File: src/hw/rtl/mpfa_pkg.sv
package mpfa_pkg;

    // Field widths
    localparam int PULSE_W    = 32;
    localparam int TIME_W     = 32;
    localparam int BATT_W     = 16;
    localparam int LIMIT_W    = 16;
    localparam int BLIM_W     = 8;
    localparam int PERIOD_W   = 16;
    localparam int SCALE_W    = 12;
    localparam int PROD_W     = PULSE_W + SCALE_W;
    localparam int CFG_IDX_W  = 3;
    localparam int CFG_DATA_W = 16;

    // Pulses per hour from pulses per second
    localparam logic [SCALE_W-1:0] FLOW_SCALE = SCALE_W'(3600);
    localparam logic [PERIOD_W-1:0] PERIOD_MAX = '1;

    // Alarm bookkeeping
    localparam int ALARM_COUNT       = 6;
    localparam int DEF_REARM_REPEATS = 10;

    localparam int ALM_PEAK_HIGH = 0;
    localparam int ALM_PEAK_LOW  = 1;
    localparam int ALM_FLOW_HIGH = 2;
    localparam int ALM_FLOW_LOW  = 3;
    localparam int ALM_BATT_LOW  = 4;
    localparam int ALM_CUT       = 5;

    // Configuration register indexes
    localparam logic [CFG_IDX_W-1:0] REG_FLOW_HIGH = 3'd0;
    localparam logic [CFG_IDX_W-1:0] REG_FLOW_LOW  = 3'd1;
    localparam logic [CFG_IDX_W-1:0] REG_PEAK_HIGH = 3'd2;
    localparam logic [CFG_IDX_W-1:0] REG_PEAK_LOW  = 3'd3;
    localparam logic [CFG_IDX_W-1:0] REG_BATT_LOW  = 3'd4;
    localparam logic [CFG_IDX_W-1:0] REG_QUAD_DIV  = 3'd5;

    // Reset values of the configuration registers
    localparam logic [LIMIT_W-1:0] RST_FLOW_HIGH = 16'hFFFF;
    localparam logic [LIMIT_W-1:0] RST_FLOW_LOW  = 16'h0000;
    localparam logic [LIMIT_W-1:0] RST_PEAK_HIGH = 16'hFFFF;
    localparam logic [LIMIT_W-1:0] RST_PEAK_LOW  = 16'h0000;
    localparam logic [BLIM_W-1:0]  RST_BATT_LOW  = 8'd10;

    typedef struct packed {
        logic [LIMIT_W-1:0] flow_high;
        logic [LIMIT_W-1:0] flow_low;
        logic [LIMIT_W-1:0] peak_high;
        logic [LIMIT_W-1:0] peak_low;
        logic [BLIM_W-1:0]  battery_low;
    } limits_t;

endpackage

File: src/hw/rtl/mpfa_divider.sv
module mpfa_divider
    import mpfa_pkg::*;
(
    input  logic                clk,
    input  logic                rst_n,
    input  logic                start,
    input  logic [PROD_W-1:0]   dividend,
    input  logic [PERIOD_W-1:0] divisor,
    output logic                done,
    output logic [PROD_W-1:0]   quotient
);

    localparam int CNT_W = $clog2(PROD_W + 1);

    logic [PROD_W-1:0]   work_reg;
    logic [PERIOD_W-1:0] rem_reg;
    logic [PERIOD_W-1:0] div_reg;
    logic [CNT_W-1:0]    count_reg;
    logic                run_reg;
    logic                done_reg;

    logic [PERIOD_W:0]   trial;
    logic [PERIOD_W:0]   diff;
    logic                fits;

    // One restoring step: bring in the next dividend bit, subtract if it fits
    assign trial = {rem_reg, work_reg[PROD_W-1]};
    assign diff  = trial - {1'b0, div_reg};
    assign fits  = (trial >= {1'b0, div_reg});

    // Control: count the quotient bits
    always_ff @(posedge clk or negedge rst_n)
    begin
        if (!rst_n)
        begin
            run_reg   <= 1'b0;
            done_reg  <= 1'b0;
            count_reg <= '0;
        end
        else
        begin
            done_reg <= 1'b0;
            if (start)
            begin
                run_reg   <= 1'b1;
                count_reg <= CNT_W'(PROD_W);
            end
            else if (run_reg)
            begin
                count_reg <= count_reg - 1'b1;
                if (count_reg == CNT_W'(1))
                begin
                    run_reg  <= 1'b0;
                    done_reg <= 1'b1;
                end
            end
        end
    end

    // Datapath: shift the dividend out and the quotient bits in
    always_ff @(posedge clk)
    begin
        if (start)
        begin
            work_reg <= dividend;
            rem_reg  <= '0;
            div_reg  <= divisor;
        end
        else if (run_reg)
        begin
            work_reg <= {work_reg[PROD_W-2:0], fits};
            rem_reg  <= fits ? diff[PERIOD_W-1:0] : trial[PERIOD_W-1:0];
        end
    end

    assign done     = done_reg;
    assign quotient = work_reg;

endmodule

File: src/hw/rtl/mpfa_alarm.sv
module mpfa_alarm
    import mpfa_pkg::*;
#(
    parameter int REARM_REPEATS = DEF_REARM_REPEATS
)
(
    input  logic                      clk,
    input  logic                      rst_n,
    input  logic                      update,
    input  logic signed [PULSE_W-1:0] quantity,
    input  logic signed [PULSE_W-1:0] flow,
    input  logic [BATT_W-1:0]         battery_level,
    input  logic                      cut_detect,
    input  limits_t                   limits,
    output logic [ALARM_COUNT-1:0]    flags
);

    localparam int CNT_W = $clog2(REARM_REPEATS + 1);

    logic [ALARM_COUNT-1:0] cond;

    // Threshold conditions; limits are unsigned, quantity and flow signed
    always_comb
    begin
        cond[ALM_PEAK_HIGH] =
            quantity > $signed({{(PULSE_W-LIMIT_W){1'b0}}, limits.peak_high});
        cond[ALM_PEAK_LOW]  =
            quantity < $signed({{(PULSE_W-LIMIT_W){1'b0}}, limits.peak_low});
        cond[ALM_FLOW_HIGH] =
            flow > $signed({{(PULSE_W-LIMIT_W){1'b0}}, limits.flow_high});
        cond[ALM_FLOW_LOW]  =
            flow < $signed({{(PULSE_W-LIMIT_W){1'b0}}, limits.flow_low});
        cond[ALM_BATT_LOW]  =
            battery_level < {{(BATT_W-BLIM_W){1'b0}}, limits.battery_low};
        cond[ALM_CUT]       = cut_detect;
    end

    // Per-flag repeat counter: raise once, then hold off until rearmed
    for (genvar i = 0; i < ALARM_COUNT; i++)
    begin : g_flag
        logic [CNT_W-1:0] cnt_reg;
        logic [CNT_W-1:0] cnt_next;
        logic [CNT_W-1:0] inc;

        assign inc      = cnt_reg + 1'b1;
        assign flags[i] = cond[i] && (cnt_reg == '0);

        always_comb
        begin
            if (!cond[i])
            begin
                cnt_next = '0;
            end
            else if (cnt_reg == '0)
            begin
                cnt_next = CNT_W'(1);
            end
            else if (inc >= CNT_W'(REARM_REPEATS))
            begin
                cnt_next = '0;
            end
            else
            begin
                cnt_next = inc;
            end
        end

        always_ff @(posedge clk or negedge rst_n)
        begin
            if (!rst_n)
            begin
                cnt_reg <= '0;
            end
            else if (update)
            begin
                cnt_reg <= cnt_next;
            end
        end
    end

endmodule

File: src/hw/rtl/meter_pulse_flow_alarm_unit.sv
// Meter pulse flow alarm unit. Each input transfer is one log sample; exactly one
// result transfer follows. The quantity is the pulse count (divided by four in
// quadrature mode) minus the previous sample's, read as a signed 32-bit value;
// the flow is quantity * 3600 / elapsed seconds, the period saturated at 65535
// and the flow saturated to signed 32 bits. Six alarm flags are raised on the
// first sample of a violation and held off for REARM_REPEATS - 1 repeats. A
// checked sample passes through S_PREP, S_MUL, S_DIV and S_FIX to S_OUT; S_DIV
// waits on the bit-serial restoring divider, one of 44 quotient bits per cycle;
// the first sample after reset and samples with no time advance go to S_OUT.
// A new sample is taken once the previous result sits in the output register,
// while that result still waits for its transfer. Configuration writes are
// taken at any time and must only be issued while the unit is idle.
module meter_pulse_flow_alarm_unit
    import mpfa_pkg::*;
#(
    parameter int REARM_REPEATS = DEF_REARM_REPEATS
)
(
    input  logic                      clk,
    input  logic                      rst_n,
    // Configuration port
    input  logic                      cfg_we,
    input  logic [CFG_IDX_W-1:0]      cfg_index,
    input  logic [CFG_DATA_W-1:0]     cfg_data,
    // Sample channel
    input  logic                      in_valid,
    output logic                      in_stall,
    input  logic [PULSE_W-1:0]        pulse_count,
    input  logic [TIME_W-1:0]         time_seconds,
    input  logic [BATT_W-1:0]         battery_level,
    input  logic                      cut_detect,
    // Result channel
    output logic                      out_valid,
    input  logic                      out_stall,
    output logic signed [PULSE_W-1:0] quantity,
    output logic signed [PULSE_W-1:0] flow_per_hour,
    output logic                      checked,
    output logic                      alarm_peak_high,
    output logic                      alarm_peak_low,
    output logic                      alarm_flow_high,
    output logic                      alarm_flow_low,
    output logic                      alarm_battery_low,
    output logic                      alarm_cut,
    output logic                      any_alarm
);

    localparam logic [2:0] S_IDLE = 3'd0;
    localparam logic [2:0] S_PREP = 3'd1;
    localparam logic [2:0] S_MUL  = 3'd2;
    localparam logic [2:0] S_DIV  = 3'd3;
    localparam logic [2:0] S_FIX  = 3'd4;
    localparam logic [2:0] S_OUT  = 3'd5;

    logic [2:0]            state_reg;
    logic [2:0]            state_next;

    limits_t               limits_reg;
    logic                  quad_reg;

    logic                  base_valid_reg;
    logic [PULSE_W-1:0]    last_pulse_reg;
    logic [TIME_W-1:0]     last_time_reg;

    logic                  check_reg;
    logic [PULSE_W-1:0]    q_reg;
    logic [TIME_W-1:0]     diff_reg;
    logic [BATT_W-1:0]     battery_reg;
    logic                  cut_reg;
    logic [PULSE_W-1:0]    mag_reg;
    logic [PERIOD_W-1:0]   period_reg;
    logic [PULSE_W-1:0]    flow_reg;

    logic                  out_valid_reg;
    logic [PULSE_W-1:0]    quantity_reg;
    logic [PULSE_W-1:0]    flow_out_reg;
    logic                  checked_reg;
    logic [ALARM_COUNT-1:0] flags_reg;
    logic                  any_reg;

    logic                  in_xfer;
    logic                  out_xfer;
    logic                  out_load;
    logic [PULSE_W-1:0]    cur;
    logic [TIME_W:0]       time_delta;
    logic                  advance;
    logic [PROD_W-1:0]     product;
    logic                  div_start;
    logic                  div_done;
    logic [PROD_W-1:0]     quotient;
    logic [PULSE_W-1:0]    flow_sat;
    logic                  alarm_update;
    logic [ALARM_COUNT-1:0] flags;

    assign in_xfer  = in_valid && !in_stall;
    assign out_xfer = out_valid_reg && !out_stall;
    assign out_load = (state_reg == S_OUT) && (!out_valid_reg || !out_stall);

    // Current count and time advance against the baseline
    assign cur        = quad_reg ? {2'b00, pulse_count[PULSE_W-1:2]} : pulse_count;
    assign time_delta = {1'b0, time_seconds} - {1'b0, last_time_reg};
    assign advance    = !time_delta[TIME_W] && (time_delta[TIME_W-1:0] != '0);

    // Configuration writes; unknown indexes are dropped
    always_ff @(posedge clk or negedge rst_n)
    begin
        if (!rst_n)
        begin
            limits_reg.flow_high   <= RST_FLOW_HIGH;
            limits_reg.flow_low    <= RST_FLOW_LOW;
            limits_reg.peak_high   <= RST_PEAK_HIGH;
            limits_reg.peak_low    <= RST_PEAK_LOW;
            limits_reg.battery_low <= RST_BATT_LOW;
            quad_reg               <= 1'b0;
        end
        else if (cfg_we)
        begin
            unique case (cfg_index)
                REG_FLOW_HIGH: limits_reg.flow_high   <= cfg_data[LIMIT_W-1:0];
                REG_FLOW_LOW:  limits_reg.flow_low    <= cfg_data[LIMIT_W-1:0];
                REG_PEAK_HIGH: limits_reg.peak_high   <= cfg_data[LIMIT_W-1:0];
                REG_PEAK_LOW:  limits_reg.peak_low    <= cfg_data[LIMIT_W-1:0];
                REG_BATT_LOW:  limits_reg.battery_low <= cfg_data[BLIM_W-1:0];
                REG_QUAD_DIV:  quad_reg               <= cfg_data[0];
                default:       ;
            endcase
        end
    end

    // Sequencer
    always_comb
    begin
        state_next = state_reg;
        unique case (state_reg)
            S_IDLE:  if (in_valid) state_next = (base_valid_reg && advance) ? S_PREP : S_OUT;
            S_PREP:  state_next = S_MUL;
            S_MUL:   state_next = S_DIV;
            S_DIV:   if (div_done) state_next = S_FIX;
            S_FIX:   state_next = S_OUT;
            S_OUT:   if (out_load) state_next = S_IDLE;
            default: state_next = S_IDLE;
        endcase
    end

    always_ff @(posedge clk or negedge rst_n)
    begin
        if (!rst_n)
        begin
            state_reg <= S_IDLE;
        end
        else
        begin
            state_reg <= state_next;
        end
    end

    assign in_stall = (state_reg != S_IDLE);

    // Baseline: every sample becomes the new reference
    always_ff @(posedge clk or negedge rst_n)
    begin
        if (!rst_n)
        begin
            base_valid_reg <= 1'b0;
            last_pulse_reg <= '0;
            last_time_reg  <= '0;
        end
        else if (in_xfer)
        begin
            base_valid_reg <= 1'b1;
            last_pulse_reg <= cur;
            last_time_reg  <= time_seconds;
        end
    end

    // Capture the sample and its differences
    always_ff @(posedge clk or negedge rst_n)
    begin
        if (!rst_n)
        begin
            check_reg <= 1'b0;
        end
        else if (in_xfer)
        begin
            check_reg <= base_valid_reg && advance;
        end
    end

    always_ff @(posedge clk)
    begin
        if (in_xfer)
        begin
            q_reg       <= cur - last_pulse_reg;
            diff_reg    <= time_delta[TIME_W-1:0];
            battery_reg <= battery_level;
            cut_reg     <= cut_detect;
        end
    end

    // Magnitude of the quantity and saturated period
    always_ff @(posedge clk)
    begin
        if (state_reg == S_PREP)
        begin
            mag_reg    <= q_reg[PULSE_W-1] ? (~q_reg + 1'b1) : q_reg;
            period_reg <= (diff_reg[TIME_W-1:PERIOD_W] != '0) ? PERIOD_MAX
                                                              : diff_reg[PERIOD_W-1:0];
        end
    end

    // Scale to pulses per hour; the divider registers the product
    assign product   = PROD_W'(mag_reg) * PROD_W'(FLOW_SCALE);
    assign div_start = (state_reg == S_MUL);

    mpfa_divider u_divider (
        .clk      (clk),
        .rst_n    (rst_n),
        .start    (div_start),
        .dividend (product),
        .divisor  (period_reg),
        .done     (div_done),
        .quotient (quotient)
    );

    // Restore the sign and saturate to the signed 32-bit range
    always_comb
    begin
        if (!q_reg[PULSE_W-1])
        begin
            if (quotient[PROD_W-1:PULSE_W-1] != '0)
            begin
                flow_sat = {1'b0, {(PULSE_W-1){1'b1}}};
            end
            else
            begin
                flow_sat = quotient[PULSE_W-1:0];
            end
        end
        else
        begin
            if ((quotient[PROD_W-1:PULSE_W] != '0) ||
                (quotient[PULSE_W-1] && (quotient[PULSE_W-2:0] != '0)))
            begin
                flow_sat = {1'b1, {(PULSE_W-1){1'b0}}};
            end
            else
            begin
                flow_sat = ~quotient[PULSE_W-1:0] + 1'b1;
            end
        end
    end

    always_ff @(posedge clk)
    begin
        if (state_reg == S_FIX)
        begin
            flow_reg <= flow_sat;
        end
    end

    // Alarm evaluation, committed when a checked result is loaded
    assign alarm_update = out_load && check_reg;

    mpfa_alarm #(
        .REARM_REPEATS (REARM_REPEATS)
    ) u_alarm (
        .clk           (clk),
        .rst_n         (rst_n),
        .update        (alarm_update),
        .quantity      ($signed(q_reg)),
        .flow          ($signed(flow_reg)),
        .battery_level (battery_reg),
        .cut_detect    (cut_reg),
        .limits        (limits_reg),
        .flags         (flags)
    );

    // Output register
    always_ff @(posedge clk or negedge rst_n)
    begin
        if (!rst_n)
        begin
            out_valid_reg <= 1'b0;
        end
        else if (out_load)
        begin
            out_valid_reg <= 1'b1;
        end
        else if (out_xfer)
        begin
            out_valid_reg <= 1'b0;
        end
    end

    always_ff @(posedge clk)
    begin
        if (out_load)
        begin
            if (check_reg)
            begin
                quantity_reg <= q_reg;
                flow_out_reg <= flow_reg;
                checked_reg  <= 1'b1;
                flags_reg    <= flags;
                any_reg      <= |flags;
            end
            else
            begin
                quantity_reg <= '0;
                flow_out_reg <= '0;
                checked_reg  <= 1'b0;
                flags_reg    <= '0;
                any_reg      <= 1'b0;
            end
        end
    end

    assign out_valid         = out_valid_reg;
    assign quantity          = $signed(quantity_reg);
    assign flow_per_hour     = $signed(flow_out_reg);
    assign checked           = checked_reg;
    assign alarm_peak_high   = flags_reg[ALM_PEAK_HIGH];
    assign alarm_peak_low    = flags_reg[ALM_PEAK_LOW];
    assign alarm_flow_high   = flags_reg[ALM_FLOW_HIGH];
    assign alarm_flow_low    = flags_reg[ALM_FLOW_LOW];
    assign alarm_battery_low = flags_reg[ALM_BATT_LOW];
    assign alarm_cut         = flags_reg[ALM_CUT];
    assign any_alarm         = any_reg;

endmodule

File: config.mk
export PLATFORM = sky130hd
export DESIGN_NAME = meter_pulse_flow_alarm_unit
export DESIGN_NICKNAME = d
export VERILOG_FILES = /design/src/hw/rtl/mpfa_pkg.sv /design/src/hw/rtl/mpfa_divider.sv /design/src/hw/rtl/mpfa_alarm.sv /design/src/hw/rtl/meter_pulse_flow_alarm_unit.sv
export SDC_FILE = /design/constraint.sdc
export NUM_CORES = 1
export LEC_CHECK = 0
export BUFFER_PORTS_ARGS = -buffer_cell sky130_fd_sc_hd__buf_2
export CAP_MARGIN = 20
export CORE_MARGIN = 2
export CORE_UTILIZATION = 51
export CTS_CLUSTER_SIZE = 10
export DETAILED_ROUTE_END_ITERATION = 10
export PLACE_DENSITY = 0.73
export RECOVER_POWER = 100
export SLEW_MARGIN = 20
export SYNTH_ARGS = -nofsm -noshare
export SYNTH_HDL_FRONTEND = slang
export SYNTH_SLANG_ARGS = --single-unit
File: constraint.sdc
create_clock -name clk -period 8.3 [get_ports clk]
set_input_delay 1.245 -clock clk [delete_from_list [all_inputs] [get_ports clk]]
set_output_delay 1.245 -clock clk [all_outputs]
set_load 0.005 [all_outputs]
== Word level (Yosys, flattened, before mapping) ==
Cells that the tools add are included.
Storage, ports and cells
  bits in registers: 484
  bits of input ports: 105
  output and inout bits: 74
  logic and storage cells: 164
Operators by class
  add/sub/neg operators: 12
  multipliers: 1
  order comparisons: 12
  eq/ne operators: 14
  multiplexer cells: 42
  bitwise gates (word level): 2
  reduce and logical (&&, ||, !) cells: 43
Operator list (count)
  32-bit 2-to-1 mux: 4
  44-bit 2-to-1 mux: 2
  4-bit 2-to-1 mux: 18
  32-bit by 1-bit adder with 32-bit output, second input constant: 2
  32-bit by 17-bit > comparator with 1-bit output: 2
  32-bit by 17-bit < comparator with 1-bit output: 2
  32-bit inverter: 2
  32-bit by 8-bit multiplier with 40-bit output, second input constant: 1
  32-bit by 32-bit subtractor with 33-bit output: 1
  32-bit nonzero test: 1
  32-bit subtractor: 1
  31-bit 2-to-1 mux: 1
  31-bit nonzero test: 1
  4-bit by 1-bit adder with 4-bit output, second input constant: 6
  4-bit >= comparator, second input constant: 6
  4-bit logical NOT: 6
  3-bit case mux with 6 select lines: 1
  17-bit by 16-bit >= comparator with 1-bit output: 1
  16-bit by 8-bit < comparator with 1-bit output: 1
  16-bit 2-to-1 mux: 1
  16-bit nonzero test: 1
  16-bit subtractor: 1
  1-bit logical AND: 13
  13-bit nonzero test: 1
  other kinds (19): 50

== Depth between registers and ports, before layout ==
  word-level depth: 7
  depth in mapped cells: 18
  mapped depth without buffers: 17

== Modules after synthesis ==
Synthesis repeated with hierarchy kept, for this count alone.
Unflattened totals
  cells, all modules: 2862
  area, all modules: 30399.2 µm²
Modules (own cells, without submodules)
  meter_pulse_flow_alarm_unit: instances 1, cells each 2062, area an instance 22650.5 µm², sequential area each 10617.7 µm²
  mpfa_divider: instances 1, cells each 347, area an instance 4250.3 µm², sequential area each 2322.2 µm²
  mpfa_alarm: instances 1, cells each 453, area an instance 3498.4 µm², sequential area each 600.6 µm²

== Worst setup path before layout ==
Ideal clock, no wire load.
  path type: input port to flip-flop
  from: input out_stall
  to: register u_alarm.g_flag[3].cnt_reg[3]
  library setup time: 0.131 ns
  arrival: 6.064 ns
  data required time: 8.169 ns
  setup slack: 2.105 ns
  cell stages on the path: 6
  path buffers: 2
  cells stage by stage: a21oi_1 -> nand2_1 -> clkbuf_1 -> clkbuf_1 -> o21ai_0 -> o41ai_1
Between the ends
  cells in the longest elaborated chain, start to end: 4
Ends and longest elaborated chain
  start: declaration: line meter_pulse_flow_alarm_unit.sv:34  | input logic out_stall,
  1-bit logical NOT: line meter_pulse_flow_alarm_unit.sv:96  | assign out_load = (state_reg == S_OUT) && (!out_valid_reg || !out_stall);
  1-bit logical OR: line meter_pulse_flow_alarm_unit.sv:96
  1-bit logical AND: line meter_pulse_flow_alarm_unit.sv:96
  1-bit logical AND: line meter_pulse_flow_alarm_unit.sv:261  | assign alarm_update = out_load && check_reg;
  end signal: assignment: line mpfa_alarm.sv:76  | cnt_reg <= cnt_next;
  end: declaration: line mpfa_alarm.sv:41  | logic [CNT_W-1:0] cnt_reg;
Every way passes these cells.
A chain may end at the register's enable or synchronous reset.

== Worst setup path after layout ==
  from: input in_valid
  to: register last_time_reg[6]
Between the ends
  cells in the longest elaborated chain, start to end: 1
Ends and longest elaborated chain
  start: declaration: line meter_pulse_flow_alarm_unit.sv:26  | input logic in_valid,
  1-bit logical AND: line meter_pulse_flow_alarm_unit.sv:94  | assign in_xfer = in_valid && !in_stall;
  end signal: assignment: line meter_pulse_flow_alarm_unit.sv:171  | last_time_reg <= time_seconds;
  end: declaration: line meter_pulse_flow_alarm_unit.sv:62  | logic [TIME_W-1:0] last_time_reg;
Every way passes these cells.

==> PnR_summary.wiki <==
{| class="wikitable"
! Metric !! Value
|-
| Number of instances resized during post-cts repair || 0
|-
| DRC Markers || 12
|-
| Count of synthesis-stage warnings from yosys || 0
|-
| Detailed Place HPWL || 51.52 mm
|-
| Classification of the worst setup path || in -> reg
|-
| Crit path largest cell delay || 2720 ps
|-
| CP max FO || 118
|-
| Final count of hold timing violations || 0
|-
| Total Neg Setup Slack || 0 ps
|-
| Result of the run || finished with violations
|-
| Count of placed standard cells including taps || 3900
|-
| Violated checks || DRC, capacitance limit, slew limit
|-
| Largest clock skew in the final design || 50.74 ps
|-
| 1st-pass router iterations || 8
|-
| Routed wire length || 69.15 mm
|-
| Post-layout minimum cycle time || 5938 ps
|-
| Pins Over Slew Limit || 823
|-
| FFs w/ async S/R, synth || 36.16%
|-
| Global-route wire length before repair || 114.2 mm
|-
| Max Cap Violations || 14
|-
| Leftover overflow at the end of global routing || 0
|-
| Kind of launch point of the worst setup path || input port
|-
| Bufs and invs on worst path || 4
|-
| Area enclosed by the die boundary || 0.06179 mm²
|-
| Post-synth design cell area || 0.03051 mm²
|-
| Final Worst Setup Slack || 2362 ps
|-
| Critical path required time || 8750 ps
|-
| Via count of the routed design || 22730
|-
| Fraction of layout cells with a size suffix above 1 || 9.799%
|-
| Power density of the placed cells || 309.8 mW/mm²
|-
| CP Capture Type || register
|-
| Placer congestion estimate || 0.8962
|-
| DRT antenna net count || 0
|-
| Final Cell Area || 0.03361 mm²
|-
| Initial Util || 51.60%
|-
| Clock transition at the register clock pins on the worst setup and hold paths after CTS || 60 ps
|-
| Final core utilization || 56.84%
|-
| H-tree level count || 2
|-
| Classification of the worst-slack hold path || reg -> reg
|-
| Max FFs per register || 72
|-
| Synthesized net count || 3478
|-
| Floorplan Core Area || 0.05913 mm²
|-
| Worst slew pin tran || 4228 ps
|-
| Source-to-sink clock delay at the later pin of the worst-skew pair || 630 ps
|-
| Dominant synthesized flop cell || edfxtp_1
|-
| Pin count of the biggest net entering global routing || 119
|-
| Number of antenna violations at the first check in global routing || 1
|-
| RSZ-0062 raised after global routing || no
|-
| DP Area || 0.03217 mm²
|-
| Maximum clock rate || 168.4 MHz
|-
| Cell Rows || 89
|-
| Count of state elements after synthesis || 484
|-
| Setup Buffers After CTS || 0
|-
| Antenna diode count || 0
|-
| # setup viols final || 0
|-
| Bufs on Longest Clock Path || 3
|-
| Number of buffers added to fix hold violations after cts || 0
|-
| Width of the die || 248.6 µm
|-
| Post-Syn Instances || 3035
|-
| Worst-case headroom to the max-slew limit || -181.9%
|-
| Drt first-iter violations || 1699
|-
| CTS tree || done
|-
| Static leakage || 0.01410 µW
|-
| Filler-free cell count of the finished design || 4008
|-
| Average wire per cell in the routed design || 17.25 µm
|-
| Routed vias/inst || 5.671
|-
| Root Driver || clkbuf_16
|-
| Layout overhead on the synthesized area || 10.17%
|-
| Number of enable-type register cells in the synthesized netlist || 289
|-
| Mean area per synthesized cell || 10.05 µm²
|-
| Largest delay contributor family on the critical path || buffers and inverters
|-
| Synth cell types || 88
|-
| WP data arrival || 6390 ps
|-
| Total of buffers placed on input and output ports || 178
|-
| # clock sinks || 484
|-
| Number of global-route vias before repair || 22850
|-
| Final clock period utilization by the worst path || 71.54%
|-
| Count of pins on the block boundary || 179
|-
| Num CTS Buffers || 57
|-
| Setup slack after placement || 2896 ps
|-
| Sequential fraction of the synthesis area || 44.25%
|-
| Critical path's slowest cell || clkinvlp_2
|-
| Worst vdd rail ir drop || 183.3 µV
|-
| Die Y-Extent || 248.6 µm
|-
| Net total in the final layout || 3630
|-
| Total track usage || 22.32%
|-
| Cell breakdown of the critical path || clkbuf_1 -> nand2_1 -> clkbuf_1 -> clkinvlp_2 -> buf_4 -> nand2_1 -> o21ai_0
|}
-- layout make-up --
| class | instances | area, µm² |
|---|---|---|
| well taps | 773 | 967.2 |
| multi-input cells | 2149 | 15420 |
| repair buffers | 197 | 908.4 |
| clock buffers | 100 | 1628 |
| flip-flops and latches | 484 | 13500 |
| fillers | 4987 | 25520 |
| inverters | 298 | 1120 |
| clock inverters | 7 | 67.56 |
-- where the power goes --
group	internal [µW]	switching [µW]
sequential	3260	368
combinational	1860	2640
clock	1320	966
-- worst paths after layout --
path	cells past startpoint	from	slack (ps)	end
setup / recovery	7	in_valid	2360	last_time_reg[6]$_DFFE_PN0P_
hold / removal	0	period_reg[6]$_SDFFCE_PP1P_	410	u_divider.div_reg[6]$_DFFE_PP_
setup reg to reg	7	state_reg[2]$_DFFE_PN0P_	2480	last_time_reg[6]$_DFFE_PN0P_
hold reg to reg	0	period_reg[6]$_SDFFCE_PP1P_	410	u_divider.div_reg[6]$_DFFE_PP_
max in group asynchronous	2	rst_n	2620	last_pulse_reg[24]$_DFFE_PN0P_
min in group asynchronous	1	rst_n	1650	last_time_reg[15]$_DFFE_PN0P_
-- cell usage after synthesis, types with 16 or more instances --
| master | n | share of area (%) |
|---|---|---|
| inv_1 | 298 | 3.7 |
| nand2_1 | 297 | 3.7 |
| edfxtp_1 | 289 | 28 |
| ha_1 | 279 | 11 |
| o21ai_0 | 270 | 4.4 |
| a21oi_1 | 174 | 2.9 |
| dfrtp_1 | 141 | 12 |
| nor2_1 | 136 | 1.7 |
| clkbuf_1 | 91 | 1.1 |
| xnor2_1 | 81 | 2.3 |
| and2_1 | 75 | 1.5 |
| nand3_1 | 75 | 1.2 |
| a21o_1 | 68 | 1.7 |
| fa_1 | 59 | 3.9 |
| mux2_2 | 49 | 1.8 |
| nor3_1 | 48 | 0.79 |
| nand2b_1 | 36 | 0.74 |
| dfstp_2 | 34 | 2.9 |
| xor2_1 | 34 | 0.98 |
| or2_2 | 30 | 0.62 |
| nor2b_1 | 29 | 0.59 |
| nor4_1 | 27 | 0.55 |
| nand4_1 | 26 | 0.53 |
| o21a_1 | 25 | 0.62 |
| or3_1 | 25 | 0.51 |
| a211oi_1 | 24 | 0.59 |
| a31oi_1 | 24 | 0.49 |
| dfxtp_1 | 20 | 1.3 |
| o211ai_1 | 19 | 0.47 |
| mux2i_1 | 18 | 0.59 |
| o31ai_1 | 18 | 0.44 |
| and3_1 | 16 | 0.33 |
-- routing by layer --
metal	share of wire (%)	global-route usage, %	vias up
met1	45	29.44	10840
li1	-	-	11150
met5	0.019	0	-
met2	47	37.84	594
met4	2.8	6.944	2
met3	5.2	3.601	143
-- cells in the final DEF, fill, tap and decap left out, types with 18 or more instances in the layout --
| cell | Yosys | layout |
|---|---|---|
| buf_2 | 2 | 126 |
| clkbuf_1 | 91 | 107 |
| nor2_1 | 136 | 136 |
| a21oi_1 | 174 | 174 |
| inv_1 | 298 | 297 |
| dfstp_2 | 34 | 34 |
| nand4_1 | 26 | 26 |
| dfrtp_1 | 141 | 140 |
| dfxtp_1 | 20 | 20 |
| nor3_1 | 48 | 49 |
| o211ai_1 | 19 | 19 |
| or3_1 | 25 | 27 |
| and2_0 | 0 | 54 |
| o21ai_0 | 270 | 271 |
| or2_2 | 30 | 30 |
| edfxtp_1 | 289 | 289 |
| clkbuf_16 | 0 | 57 |
| a31oi_1 | 24 | 24 |
| nor4_1 | 27 | 28 |
| nand2_1 | 297 | 297 |
| nor2b_1 | 29 | 29 |
| nand3_1 | 75 | 75 |
| o21a_1 | 25 | 25 |
| xnor2_1 | 81 | 81 |
| mux2_2 | 49 | 49 |
| mux2i_1 | 18 | 18 |
| a211oi_1 | 24 | 24 |
| and2_1 | 75 | 21 |
| xor2_1 | 34 | 34 |
| o31ai_1 | 18 | 18 |
| a21o_1 | 68 | 68 |
| ha_1 | 279 | 279 |
| fa_1 | 59 | 59 |
| nand2b_1 | 36 | 37 |
-- stage by stage --
stage	power, µW	hold WS (ps)
after floorplan	7030	400.3
after global placement	7890	401.6
after detailed placement	8080	404.5
after CTS	10420	414.0
after global routing	11210	430.3
final	10410	414.0
-- kinds of logic after synthesis --
family	count (synthesis)	share of synthesized area [%]
compound gates	748	15.16
xor+xnor	115	3.301
fa+ha+maj	338	15.31
buf+inv	402	4.991
flops	484	44.25
mux	67	2.399
simple gates	881	14.58
(Power assumes the default switching activity.)
